--- config.mk ---
export PLATFORM = sky130hd
export DESIGN_NAME = k_nearest_neighbor_insert
export DESIGN_NICKNAME = d
export VERILOG_FILES = /design/src/hdl/knn_pkg.sv /design/src/hdl/knn_ram.sv /design/src/hdl/knn_dist.sv /design/src/hdl/k_nearest_neighbor_insert.sv
export VERILOG_INCLUDE_DIRS = /design/src /design/src/hdl
export SDC_FILE = /design/constraint.sdc
export NUM_CORES = 2
export LEC_CHECK = 0
export ABC_AREA = 1
export BUFFER_PORTS_ARGS = -buffer_cell sky130_fd_sc_hd__buf_4
export CAP_MARGIN = 0
export CORE_UTILIZATION = 60
export CTS_CLUSTER_DIAMETER = 40
export DETAILED_ROUTE_END_ITERATION = 16
export PLACE_DENSITY = 0.88
export SLEW_MARGIN = 0
export SYNTH_ARGS = -nofsm -noshare
export SYNTH_HDL_FRONTEND = slang
export SYNTH_SLANG_ARGS = --single-unit
--- constraint.sdc ---
create_clock -name clk -period 13.85 [get_ports clk]
set_input_delay 2.77 -clock clk [delete_from_list [all_inputs] [get_ports clk]]
set_output_delay 2.77 -clock clk [all_outputs]
set_load 0.05 [all_outputs]
--- src/hdl/k_nearest_neighbor_insert_defines.svh ---
// Assertion macros used by the neighbor list top level.
`ifndef K_NEAREST_NEIGHBOR_INSERT_DEFINES_SVH
`define K_NEAREST_NEIGHBOR_INSERT_DEFINES_SVH

// Checked on every rising edge of clk while rst_n is high.
`define KNN_ASSERT(name, prop, msg) \
  name: assert property (@(posedge clk) disable iff (!rst_n) prop) else $error(msg);

// Checked on every rising edge of clk, reset included.
`define KNN_ASSERT_ALWAYS(name, prop, msg) \
  name: assert property (@(posedge clk) prop) else $error(msg);

`endif

--- src/hdl/knn_pkg.sv ---
// Types, constants and codes of the sorted nearest-neighbor list.
`timescale 1ns / 1ps
`default_nettype none
package knn_pkg;

  localparam int MAX_ENTRIES = 16;
  localparam int COORD_W     = 16;
  localparam int ID_W        = 16;
  localparam int RANGE_W     = 34;
  localparam int MAXN_W      = 5;
  localparam int CNT_W       = $clog2(MAX_ENTRIES + 1);
  localparam int ADDR_W      = (MAX_ENTRIES > 1) ? $clog2(MAX_ENTRIES) : 1;
  localparam int CFG_IDX_W   = 1;
  localparam int FUNC_W      = 2;

  typedef logic [CNT_W-1:0]          cnt_t;
  typedef logic [ADDR_W-1:0]         addr_t;
  typedef logic [RANGE_W-1:0]        dist_t;
  typedef logic [ID_W-1:0]           id_t;
  typedef logic signed [COORD_W-1:0] coord_t;
  typedef logic [MAXN_W-1:0]         maxn_t;
  typedef logic [CFG_IDX_W-1:0]      cfg_idx_t;

  typedef struct packed {
    dist_t dist_sq;
    id_t   id;
  } entry_t;

  localparam int ENTRY_W = $bits(entry_t);

  typedef enum logic [FUNC_W-1:0] {
    FUNC_BEGIN = 2'd0,
    FUNC_OFFER = 2'd1,
    FUNC_READ  = 2'd2,
    FUNC_NONE  = 2'd3
  } func_t;

  localparam cfg_idx_t CFG_MAX_NEIGHBORS = 1'd0;
  localparam cfg_idx_t CFG_START_RANGE   = 1'd1;

  localparam maxn_t MAXN_RESET  = 5'd10;
  localparam dist_t RANGE_RESET = 34'd14745600;

  typedef enum logic [2:0] {
    ST_IDLE,
    ST_DIST,
    ST_SHIFT,
    ST_PLACE,
    ST_EMIT,
    ST_RD_REQ,
    ST_RD_DATA
  } state_t;

endpackage
`default_nettype wire

--- src/hdl/knn_ram.sv ---
// Generic single-port-write, single-port-read RAM with registered read data.
`timescale 1ns / 1ps
`default_nettype none
module knn_ram #(
  parameter int WIDTH = 8,
  parameter int DEPTH = 16
) (
  input  wire logic                                      clk,
  input  wire logic                                      we,
  input  wire logic [((DEPTH > 1) ? $clog2(DEPTH) : 1)-1:0] waddr,
  input  wire logic [WIDTH-1:0]                          wdata,
  input  wire logic                                      re,
  input  wire logic [((DEPTH > 1) ? $clog2(DEPTH) : 1)-1:0] raddr,
  output logic      [WIDTH-1:0]                          rdata
);

  logic [WIDTH-1:0] mem_r [DEPTH];

  always_ff @(posedge clk) begin
    if (we) begin
      mem_r[waddr] <= wdata;
    end
    if (re) begin
      rdata <= mem_r[raddr];
    end
  end

endmodule
`default_nettype wire

--- src/hdl/knn_dist.sv ---
// Three-stage squared Euclidean distance unit.
`timescale 1ns / 1ps
`default_nettype none
module knn_dist (
  input  wire logic            clk,
  input  wire logic            rst_n,
  input  wire logic            start,
  input  wire knn_pkg::coord_t cand_x,
  input  wire knn_pkg::coord_t cand_y,
  input  wire knn_pkg::coord_t cand_z,
  input  wire knn_pkg::coord_t own_x,
  input  wire knn_pkg::coord_t own_y,
  input  wire knn_pkg::coord_t own_z,
  output logic                 done,
  output knn_pkg::dist_t       dist_sq
);

  typedef logic signed [knn_pkg::COORD_W:0] diff_t;
  typedef logic [knn_pkg::COORD_W-1:0]      mag_t;
  typedef logic [2*knn_pkg::COORD_W-1:0]    sq_t;

  diff_t dx_r, dy_r, dz_r;
  sq_t   sx_r, sy_r, sz_r;
  knn_pkg::dist_t sum_r;
  logic  v1_r, v2_r, v3_r;
  mag_t  mx, my, mz;

  function automatic mag_t abs_diff(input diff_t d);
    diff_t n;
    n = -d;
    return d[knn_pkg::COORD_W] ? n[knn_pkg::COORD_W-1:0] : d[knn_pkg::COORD_W-1:0];
  endfunction

  assign mx = abs_diff(dx_r);
  assign my = abs_diff(dy_r);
  assign mz = abs_diff(dz_r);

  always_ff @(posedge clk) begin
    if (!rst_n) begin
      v1_r <= 1'b0;
      v2_r <= 1'b0;
      v3_r <= 1'b0;
    end else begin
      v1_r <= start;
      v2_r <= v1_r;
      v3_r <= v2_r;
    end
    dx_r  <= diff_t'(own_x) - diff_t'(cand_x);
    dy_r  <= diff_t'(own_y) - diff_t'(cand_y);
    dz_r  <= diff_t'(own_z) - diff_t'(cand_z);
    sx_r  <= sq_t'(mx) * sq_t'(mx);
    sy_r  <= sq_t'(my) * sq_t'(my);
    sz_r  <= sq_t'(mz) * sq_t'(mz);
    sum_r <= knn_pkg::dist_t'(sx_r) + knn_pkg::dist_t'(sy_r) + knn_pkg::dist_t'(sz_r);
  end

  assign done    = v3_r;
  assign dist_sq = sum_r;

endmodule
`default_nettype wire

--- src/hdl/k_nearest_neighbor_insert.sv ---
// Top level of the sorted nearest-neighbor list: control sequencer and list memory.
// Begin, ignored offer, empty readout and unused code go straight to the emit state.
// Offer: the distance unit runs; a rejection then emits, an insertion scans and shifts the
//   entries it passes, places the candidate and emits; readout fetches each entry, then emits it.
// One item is in work at a time; the next is taken once its last result is queued.
// Synchronous active-low reset empties the list and loads the reset configuration.
`timescale 1ns / 1ps
`default_nettype none
`include "k_nearest_neighbor_insert_defines.svh"
module k_nearest_neighbor_insert (
  input  wire logic                            clk,
  input  wire logic                            rst_n,
  input  wire logic                            in_valid,
  output logic                                 in_ready,
  input  wire logic [knn_pkg::FUNC_W-1:0]      in_func,
  input  wire knn_pkg::id_t                    in_agent_id,
  input  wire knn_pkg::coord_t                 in_pos_x,
  input  wire knn_pkg::coord_t                 in_pos_y,
  input  wire knn_pkg::coord_t                 in_pos_z,
  output logic                                 out_valid,
  input  wire logic                            out_ready,
  output logic                                 out_accepted,
  output knn_pkg::dist_t                       out_range_sq,
  output knn_pkg::cnt_t                        out_count,
  output logic                                 out_entry_valid,
  output knn_pkg::dist_t                       out_entry_dist_sq,
  output knn_pkg::id_t                         out_entry_id,
  output logic                                 out_last,
  input  wire logic                            cfg_valid,
  output logic                                 cfg_ready,
  input  wire knn_pkg::cfg_idx_t               cfg_index,
  input  wire logic [knn_pkg::RANGE_W-1:0]     cfg_data
);

  knn_pkg::state_t state_r, state_nxt;
  knn_pkg::coord_t own_x_r, own_y_r, own_z_r, own_x_nxt, own_y_nxt, own_z_nxt;
  knn_pkg::id_t    own_id_r, own_id_nxt, cand_id_r, cand_id_nxt;
  knn_pkg::dist_t  range_r, range_nxt, dist_r, dist_nxt, last_r, last_nxt;
  knn_pkg::cnt_t   count_r, count_nxt, cap_r, cap_nxt;
  knn_pkg::addr_t  pos_r, pos_nxt, rd_k_r, rd_k_nxt;
  logic            acc_r, acc_nxt;
  knn_pkg::maxn_t  maxn_r;
  knn_pkg::dist_t  start_r;

  logic            out_valid_r, out_acc_r, out_ev_r, out_last_r;
  knn_pkg::dist_t  out_range_r, out_edist_r;
  knn_pkg::cnt_t   out_count_r;
  knn_pkg::id_t    out_eid_r;
  logic            out_load, out_acc_nxt, out_ev_nxt, out_last_nxt;
  knn_pkg::dist_t  out_edist_nxt;
  knn_pkg::id_t    out_eid_nxt;
  logic            slot_free;

  logic            ram_we, ram_re;
  knn_pkg::addr_t  ram_waddr, ram_raddr;
  knn_pkg::entry_t ram_wdata, ram_rdata;
  logic [knn_pkg::ENTRY_W-1:0] ram_rbits;

  logic            dist_start, dist_done;
  knn_pkg::dist_t  dist_val;
  knn_pkg::cnt_t   cap_now;

  knn_ram #(
    .WIDTH (knn_pkg::ENTRY_W),
    .DEPTH (knn_pkg::MAX_ENTRIES)
  ) u_list (
    .clk   (clk),
    .we    (ram_we),
    .waddr (ram_waddr),
    .wdata (ram_wdata),
    .re    (ram_re),
    .raddr (ram_raddr),
    .rdata (ram_rbits)
  );

  assign ram_rdata = knn_pkg::entry_t'(ram_rbits);

  knn_dist u_dist (
    .clk     (clk),
    .rst_n   (rst_n),
    .start   (dist_start),
    .cand_x  (in_pos_x),
    .cand_y  (in_pos_y),
    .cand_z  (in_pos_z),
    .own_x   (own_x_r),
    .own_y   (own_y_r),
    .own_z   (own_z_r),
    .done    (dist_done),
    .dist_sq (dist_val)
  );

  assign cfg_ready = 1'b1;
  assign in_ready  = (state_r == knn_pkg::ST_IDLE);
  assign slot_free = !out_valid_r || out_ready;
  assign cap_now   = (32'(maxn_r) > 32'(knn_pkg::MAX_ENTRIES)) ?
                     knn_pkg::cnt_t'(knn_pkg::MAX_ENTRIES) : knn_pkg::cnt_t'(maxn_r);

  always_comb begin
    knn_pkg::cnt_t newc;
    newc          = count_r;
    state_nxt     = state_r;
    own_x_nxt     = own_x_r;
    own_y_nxt     = own_y_r;
    own_z_nxt     = own_z_r;
    own_id_nxt    = own_id_r;
    cand_id_nxt   = cand_id_r;
    range_nxt     = range_r;
    dist_nxt      = dist_r;
    last_nxt      = last_r;
    count_nxt     = count_r;
    cap_nxt       = cap_r;
    pos_nxt       = pos_r;
    rd_k_nxt      = rd_k_r;
    acc_nxt       = acc_r;
    ram_we        = 1'b0;
    ram_re        = 1'b0;
    ram_waddr     = pos_r;
    ram_raddr     = rd_k_r;
    ram_wdata     = '{dist_sq: dist_r, id: cand_id_r};
    dist_start    = 1'b0;
    out_load      = 1'b0;
    out_acc_nxt   = 1'b0;
    out_ev_nxt    = 1'b0;
    out_edist_nxt = '0;
    out_eid_nxt   = '0;
    out_last_nxt  = 1'b1;
    case (state_r)
      knn_pkg::ST_IDLE: begin
        if (in_valid) begin
          acc_nxt   = 1'b0;
          state_nxt = knn_pkg::ST_EMIT;
          case (knn_pkg::func_t'(in_func))
            knn_pkg::FUNC_BEGIN: begin
              own_x_nxt  = in_pos_x;
              own_y_nxt  = in_pos_y;
              own_z_nxt  = in_pos_z;
              own_id_nxt = in_agent_id;
              count_nxt  = '0;
              range_nxt  = start_r;
            end
            knn_pkg::FUNC_OFFER: begin
              if (cap_now != '0 && in_agent_id != own_id_r) begin
                cap_nxt     = cap_now;
                count_nxt   = (count_r > cap_now) ? cap_now : count_r;
                cand_id_nxt = in_agent_id;
                dist_start  = 1'b1;
                state_nxt   = knn_pkg::ST_DIST;
              end
            end
            knn_pkg::FUNC_READ: begin
              if (count_r != '0) begin
                rd_k_nxt  = '0;
                state_nxt = knn_pkg::ST_RD_REQ;
              end
            end
            default: begin
            end
          endcase
        end
      end
      knn_pkg::ST_DIST: begin
        if (dist_done) begin
          dist_nxt = dist_val;
          if (dist_val < range_r) begin
            newc      = (count_r < cap_r) ? count_r + knn_pkg::cnt_t'(1) : count_r;
            count_nxt = newc;
            pos_nxt   = knn_pkg::addr_t'(newc - knn_pkg::cnt_t'(1));
            last_nxt  = dist_val;
            if (newc == knn_pkg::cnt_t'(1)) begin
              state_nxt = knn_pkg::ST_PLACE;
            end else begin
              ram_re    = 1'b1;
              ram_raddr = knn_pkg::addr_t'(newc - knn_pkg::cnt_t'(2));
              state_nxt = knn_pkg::ST_SHIFT;
            end
          end else begin
            state_nxt = knn_pkg::ST_EMIT;
          end
        end
      end
      knn_pkg::ST_SHIFT: begin
        if (dist_r < ram_rdata.dist_sq) begin
          ram_we    = 1'b1;
          ram_waddr = pos_r;
          ram_wdata = ram_rdata;
          if (knn_pkg::cnt_t'(pos_r) == count_r - knn_pkg::cnt_t'(1)) begin
            last_nxt = ram_rdata.dist_sq;
          end
          pos_nxt = pos_r - knn_pkg::addr_t'(1);
          if (pos_r == knn_pkg::addr_t'(1)) begin
            state_nxt = knn_pkg::ST_PLACE;
          end else begin
            ram_re    = 1'b1;
            ram_raddr = pos_r - knn_pkg::addr_t'(2);
          end
        end else begin
          state_nxt = knn_pkg::ST_PLACE;
        end
      end
      knn_pkg::ST_PLACE: begin
        ram_we    = 1'b1;
        ram_waddr = pos_r;
        if (count_r == cap_r) begin
          range_nxt = last_r;
        end
        acc_nxt   = 1'b1;
        state_nxt = knn_pkg::ST_EMIT;
      end
      knn_pkg::ST_EMIT: begin
        if (slot_free) begin
          out_load    = 1'b1;
          out_acc_nxt = acc_r;
          state_nxt   = knn_pkg::ST_IDLE;
        end
      end
      knn_pkg::ST_RD_REQ: begin
        ram_re    = 1'b1;
        ram_raddr = rd_k_r;
        state_nxt = knn_pkg::ST_RD_DATA;
      end
      knn_pkg::ST_RD_DATA: begin
        if (slot_free) begin
          out_load      = 1'b1;
          out_ev_nxt    = 1'b1;
          out_edist_nxt = ram_rdata.dist_sq;
          out_eid_nxt   = ram_rdata.id;
          out_last_nxt  = (knn_pkg::cnt_t'(rd_k_r) + knn_pkg::cnt_t'(1) == count_r);
          if (out_last_nxt) begin
            state_nxt = knn_pkg::ST_IDLE;
          end else begin
            rd_k_nxt  = rd_k_r + knn_pkg::addr_t'(1);
            state_nxt = knn_pkg::ST_RD_REQ;
          end
        end
      end
      default: begin
        state_nxt = knn_pkg::ST_IDLE;
      end
    endcase
  end

  always_ff @(posedge clk) begin
    if (!rst_n) begin
      state_r     <= knn_pkg::ST_IDLE;
      own_x_r     <= '0;
      own_y_r     <= '0;
      own_z_r     <= '0;
      own_id_r    <= '0;
      range_r     <= knn_pkg::RANGE_RESET;
      count_r     <= '0;
      maxn_r      <= knn_pkg::MAXN_RESET;
      start_r     <= knn_pkg::RANGE_RESET;
      out_valid_r <= 1'b0;
    end else begin
      state_r  <= state_nxt;
      own_x_r  <= own_x_nxt;
      own_y_r  <= own_y_nxt;
      own_z_r  <= own_z_nxt;
      own_id_r <= own_id_nxt;
      range_r  <= range_nxt;
      count_r  <= count_nxt;
      if (cfg_valid && cfg_index == knn_pkg::CFG_MAX_NEIGHBORS) begin
        maxn_r <= knn_pkg::maxn_t'(cfg_data[knn_pkg::MAXN_W-1:0]);
      end
      if (cfg_valid && cfg_index == knn_pkg::CFG_START_RANGE) begin
        start_r <= cfg_data;
      end
      if (out_load) begin
        out_valid_r <= 1'b1;
      end else if (out_ready) begin
        out_valid_r <= 1'b0;
      end
    end
    cand_id_r <= cand_id_nxt;
    dist_r    <= dist_nxt;
    last_r    <= last_nxt;
    cap_r     <= cap_nxt;
    pos_r     <= pos_nxt;
    rd_k_r    <= rd_k_nxt;
    acc_r     <= acc_nxt;
    if (out_load) begin
      out_acc_r   <= out_acc_nxt;
      out_range_r <= range_r;
      out_count_r <= count_r;
      out_ev_r    <= out_ev_nxt;
      out_edist_r <= out_edist_nxt;
      out_eid_r   <= out_eid_nxt;
      out_last_r  <= out_last_nxt;
    end
  end

  assign out_valid         = out_valid_r;
  assign out_accepted      = out_acc_r;
  assign out_range_sq      = out_range_r;
  assign out_count         = out_count_r;
  assign out_entry_valid   = out_ev_r;
  assign out_entry_dist_sq = out_edist_r;
  assign out_entry_id      = out_eid_r;
  assign out_last          = out_last_r;

  `KNN_ASSERT(a_count_bound, (32'(count_r) <= 32'(knn_pkg::MAX_ENTRIES)), "List count exceeds capacity.")
  `KNN_ASSERT(a_rw_apart, (ram_we && ram_re) |-> (ram_waddr != ram_raddr), "List read and write hit one entry.")
  `KNN_ASSERT(a_range_shrinks, (state_r == knn_pkg::ST_PLACE) |=> (range_r <= $past(range_r)), "Insertion widened the range.")
  `KNN_ASSERT(a_load_free, out_load |-> (!out_valid_r || out_ready), "Result overwrote a pending transaction.")
  `KNN_ASSERT_ALWAYS(a_reset_idle, !rst_n |=> (state_r == knn_pkg::ST_IDLE && !out_valid_r), "Reset did not idle the block.")

endmodule
`default_nettype wire

; Yosys cells after proc, flatten, opt, wreduce, memory -nomap -nowiden
; Memory sizes are Yosys's and may differ from the RTL's. A register that Yosys moved wholly into a read port is not among the register bits.
; Index checks and enable logic that the tools add are counted.
[word_totals]
register_bits = 520
ram_bits = 800
n_memories = 1
[op_classes]
n_addsub = 16
n_mul = 3
n_lt_le_gt_ge = 5
n_eq_ne = 30
muxes = 69
n_bitwise = 1
n_reduce_logical = 28
[mem_list]
columns = name, depth, width, rd, rd_ports_with_merged_regs, write_ports, line_no
row1 = u_list.mem_r, 16, 50, 1, 1, 1, knn_ram.sv:17  ; logic [WIDTH-1:0] mem_r [DEPTH];
[ops]
columns = operator, n
row1 = 34-bit two-way mux, 7
row2 = 34-bit one-hot mux with 2 select lines, 2
row3 = 50-bit two-way mux, 2
row4 = 16-bit by 16-bit multiplier with 32-bit output, 3
row5 = 34-bit less-than comparator, 2
row6 = 4-bit two-way mux, 13
row7 = 16-bit by 16-bit subtractor with 17-bit output, 3
row8 = 16-bit two-way mux, 3
row9 = 16-bit negator, 3
row10 = 5-bit two-way mux, 7
row11 = 34-bit by 32-bit adder with 34-bit output, 1
row12 = 32-bit by 32-bit adder with 33-bit output, 1
row13 = 3-bit two-way mux, 9
row14 = 4-bit one-hot mux with 2 select lines, 3
row15 = 3-bit one-hot mux with 7 select lines, 1
row16 = 5-bit one-hot mux with 2 select lines, 2
row17 = 1-bit two-way mux, 16
row18 = 16-bit inequality test, 1
row19 = "2-bit inequality test, second input constant", 8
row20 = 4-bit AND reduction, 4
row21 = 5-bit equality test, 2
row22 = 5-bit AND reduction, 2
row23 = 2-bit nonzero test, 5
row24 = 5-bit nonzero test, 2
row25 = 34 further kinds, 50

; Depth between registers and ports, before layout
[logic_depth]
word_depth = 8
mapped_depth = 40
ltp_nobuf = 39

; Cells and area by module
; From an unflattened synthesis, not the netlist that was laid out.
[unflattened]
cells_unflattened = 9261
hier_area_um2 = 84249.6
[by_module_without_submodules]
columns = mod, instances, cells_per_inst, area_each_um2, seq_area_each_um2
row1 = knn_ram, 1, 3298, 35967.0, 25524.5
row2 = knn_dist, 1, 4123, 32348.5, 3623.5
row3 = k_nearest_neighbor_insert, 1, 1840, 15934.0, 8628.3

; Least setup slack after synthesis
; OpenSTA, ideal clock, no wires.
[synth_timing]
path_kind = input-to-reg
start = input out_ready
end = register out_acc_r, in the netlist out_accepted (data pin)
arrival_ns = 7.204
required_ns = 13.684
setup_slack_ns = 6.481
stages = 3
n_path_buf = 0
cell_sequence = nor2_1 nor2_1 and3_1
[synth_between]
elab_chain_cells = 2
[synth_lines]
columns = item, line_no
row1 = start: declaration, k_nearest_neighbor_insert.sv:21  ; input wire logic out_ready,
row2 = 1-bit logical OR, k_nearest_neighbor_insert.sv:94  ; assign slot_free = !out_valid_r || out_ready;
row3 = 2-bit AND reduction (no line), --
row4 = end signal: assignment, k_nearest_neighbor_insert.sv:282  ; out_acc_r <= out_acc_nxt;
row5 = end: declaration, k_nearest_neighbor_insert.sv:45  ; logic out_valid_r, out_acc_r, out_ev_r, out_last_r;
; No other way between the ends.
; A chain may end at the register's enable or synchronous reset.

; Worst setup path after layout
[layout_timing]
start = register u_dist.dy_r[0]
end = register u_dist.sy_r[29]
[layout_between]
elab_chain_cells = 3
[layout_lines]
columns = item, line_no
row1 = start: declaration, knn_dist.sv:22  ; diff_t dx_r, dy_r, dz_r;
row2 = start signal: assignment, knn_dist.sv:49  ; dy_r <= diff_t'(own_y) - diff_t'(cand_y);
row3 = 16-bit negator, knn_dist.sv:30  ; n = -d;
row4 = 16-bit two-way mux *, knn_dist.sv:31  ; return d[knn_pkg::COORD_W] ? n[knn_pkg::COORD_W-1:0] : d[knn_pkg::COORD_W-1:0];
row5 = 16-bit by 16-bit multiplier with 32-bit output *, knn_dist.sv:52  ; sy_r <= sq_t'(my) * sq_t'(my);
row6 = end signal: assignment, knn_dist.sv:52
row7 = end: declaration, knn_dist.sv:23  ; sq_t sx_r, sy_r, sz_r;
; Mark *: on every way between the ends. The rest lies on a longest branch, timed or not.

==> impl_metrics.json <==
{
  "ant_nets": 0,
  "grt_max_degree": 226,
  "synth_xor_area_share_pct": 2.71,
  "syn_to_final_growth_pct": 10.7,
  "status": "finished clean",
  "cts.root.buffer_cell": "clkbuf_16",
  "drt_iter0_drc": 8646,
  "portBuffers": 199,
  "yosys.area_share.adder_pct": 19.5,
  "dieArea_um2": 138000,
  "grt_overflow_total": 0,
  "syn-num-nets": 9754,
  "rows": 135,
  "cts_sinks": 1367,
  "worst_path_max_delay_cell": "xor2_1",
  "startpoint": "u_dist.dy_r[0]",
  "totalNegativeSetupSlack_ns": 0,
  "final_cell_mix": "1682 x nand2_1, 1497 x inv_1, 1040 x edfxtp_1",
  "cap_viol_max_count": 0,
  "synth_seq_cells": 1367,
  "clock_path_buffers": 3,
  "cp-end-kind": "flip-flop",
  "final.period_utilization_pct": 60.3,
  "holdBufCountCts": 0,
  "r2r_end": "u_dist.sy_r[29]",
  "first_pass_iters": 12,
  "critPathMaxStageDelay_ns": 0.70,
  "track_usage_pct": 33.6,
  "finalHoldViolCount": 0,
  "drive_above_1_share_pct": 7.19,
  "worst_pin_slew_ns": 1.30,
  "h-tree-depth": 4,
  "num_vias": 64000,
  "drcViolationCount": 0,
  "die_x_um": 372,
  "worst-path-max-fanout": 19,
  "place_hpwl_um": 152000,
  "final_common_cell": "nand2_1",
  "synth_edf_count": 1040,
  "period_minus_slack_ns": 8.36,
  "hold_path_class": "flip-flop to flip-flop",
  "drv_slew": 0,
  "ys_seq_area_share_pct": 46.0,
  "setup_viol": 0,
  "worstSetupPathType": "flip-flop to flip-flop",
  "viasPerCell": 5.96,
  "rr_startpoint": "u_dist.dy_r[0]",
  "cts_buffers": 161,
  "slew_headroom_pct": 13.5,
  "start_kind": "flip-flop",
  "cts_tree": "done",
  "synth_top_family_by_area": "adder cells",
  "r2r_setup_slack_ns": 5.49,
  "rsz0062_at_grt": "false",
  "timing.fmax_mhz": 120,
  "nets": 9898,
  "hold_path_depth": 0,
  "postRouteWirelength_um": 233000,
  "hold-path-endpoint": "u_dist.sy_r[0]",
  "post_cts_buffers": 0,
  "clk_pin_slew_ns": 0.06,
  "synthMuxAreaShare_pct": 0,
  "postSynthAreaPerCell_um2": 9.47,
  "io_pins": 201,
  "fp.dieH_um": 372,
  "critPathTopFamily": "adder cells",
  "critPathBufInv": 8,
  "worst_skew_pair.late_latency_ns": 0.83,
  "start_util_pct": 60.5,
  "gp_congestion": 0.994,
  "route.detailed.wl_per_inst_um": 21.7,
  "crit_required_ns": 14.55,
  "clock_skew_ns": 0.0588,
  "antenna_found_initial": 18,
  "synth_compound_area_share_pct": 5.16,
  "ctsResizeCount": 0,
  "netlist_instances": 8661,
  "grt_pass1_vias": 64800,
  "post_synth_and_or_nand_nor_area_fraction_pct": 17.6,
  "rr_worst_depth": 32,
  "synth_cell_types": 59,
  "coreArea_um2": 136000,
  "synth_ff_type": "edfxtp_1",
  "cp_common_cell": "inv_1",
  "synthesis.area_um2": 82100,
  "hold_start": "u_dist.dy_r[0]",
  "critical_path_arrival_ns": 9.06,
  "async_reset_ff_share_pct": 0,
  "ys_warn_count": 0,
  "grt_pass1_wl_um": 356000
}
==> worst max-delay path by stage <==
stage                            endpoint  cells past startpoint
after global routing      u_dist.sx_r[25]                     33
after detailed placement  u_dist.sy_r[29]                     32
after global placement    u_dist.sx_r[28]                     35
final                     u_dist.sy_r[29]                     32
after floorplan              out_accepted                      3
after CTS                 u_dist.sy_r[29]                     32
==> cell usage after synthesis (22+ instances only) <==
| cell type | number | area share [%] |
|---|---|---|
| o21ai_0 | 273 | 1.7 |
| fa_1 | 490 | 12 |
| nand4_1 | 28 | 0.21 |
| o21ai_1 | 22 | 0.13 |
| nor3_1 | 40 | 0.24 |
| xor2_1 | 171 | 1.8 |
| inv_1 | 1500 | 6.9 |
| ha_1 | 497 | 7.6 |
| nand2_1 | 1684 | 7.7 |
| a21oi_1 | 312 | 1.9 |
| edfxtp_1 | 1040 | 38 |
| nand3_1 | 1010 | 6.2 |
| clkbuf_1 | 148 | 0.68 |
| a31oi_1 | 49 | 0.37 |
| xnor2_1 | 81 | 0.86 |
| nor2_1 | 601 | 2.7 |
| clkinv_1 | 24 | 0.11 |
| buf_4 | 22 | 0.20 |
| buf_2 | 126 | 0.77 |
| dfxtp_1 | 327 | 8.0 |
==> sequential cells by signal (all words and copies together) (netlist names), 17 cells and up <==
name and cells:
dist_r 34, last_r 34, out_entry_dist_sq 34, out_range_sq 34, range_r 34, start_r 34
u_dist.dist_sq 34, u_dist.dx_r 17, u_dist.dy_r 17, u_dist.dz_r 17, u_dist.sx_r 31, u_dist.sy_r 31
u_dist.sz_r 31, u_list.mem_r 800, u_list.rdata 50
==> through the flow <==
step | instance area, um^2 | hold slack [ns] | setup WS [ns] | std cells | utilization [%]
floorplan | 82100 | 0.368 | 6.48 | 8661 | -
global placement | 85200 | 0.373 | 5.98 | 10400 | 62.8
detailed placement | 85200 | 0.376 | 5.66 | 10400 | 62.8
CTS | 90800 | 0.387 | 5.64 | 10700 | 66.9
global route | 90800 | 0.406 | 4.99 | 10700 | 66.9
finish | 90800 | 0.385 | 5.49 | 10700 | 66.9
==> routing by layer <==
metal / GRT usage, % / vias up / share of wire (%)
li1: - / 28300 / -
met1: 41.8 / 30300 / 35
met2: 54.7 / 4360 / 47
met3: 9.08 / 918 / 13
met4: 15.8 / 28 / 5.0
met5: 0 / - / 0.11
==> final cells by class <==
type | instances | area [um^2]
Antenna cell | 5 | 12.5
Clock buffer | 193 | 4240
Sequential cell | 1367 | 37800
Tap cell | 1781 | 2230
Fill cell | 9473 | 44800
Clock inverter | 104 | 1310
Timing Repair Buffer | 303 | 2290
Inverter | 1532 | 5760
Multi-Input combinational cell | 5440 | 37200
==> kinds of logic (layout without fill, tap and decap cells) <==
family | after synthesis | after routing
XOR/XNOR | 253 | 253
AO/OA/AOI/OAI | 771 | 771
other | 1 | 6
adder cells (fa/ha/maj) | 987 | 987
flip-flops | 1367 | 1367
buffers and inverters | 1854 | 2132
AND/OR/NAND/NOR | 3428 | 3428
Power is not shown: default switching activity piles up to over one toggle a cycle in this logic, so the estimate is an artifact.
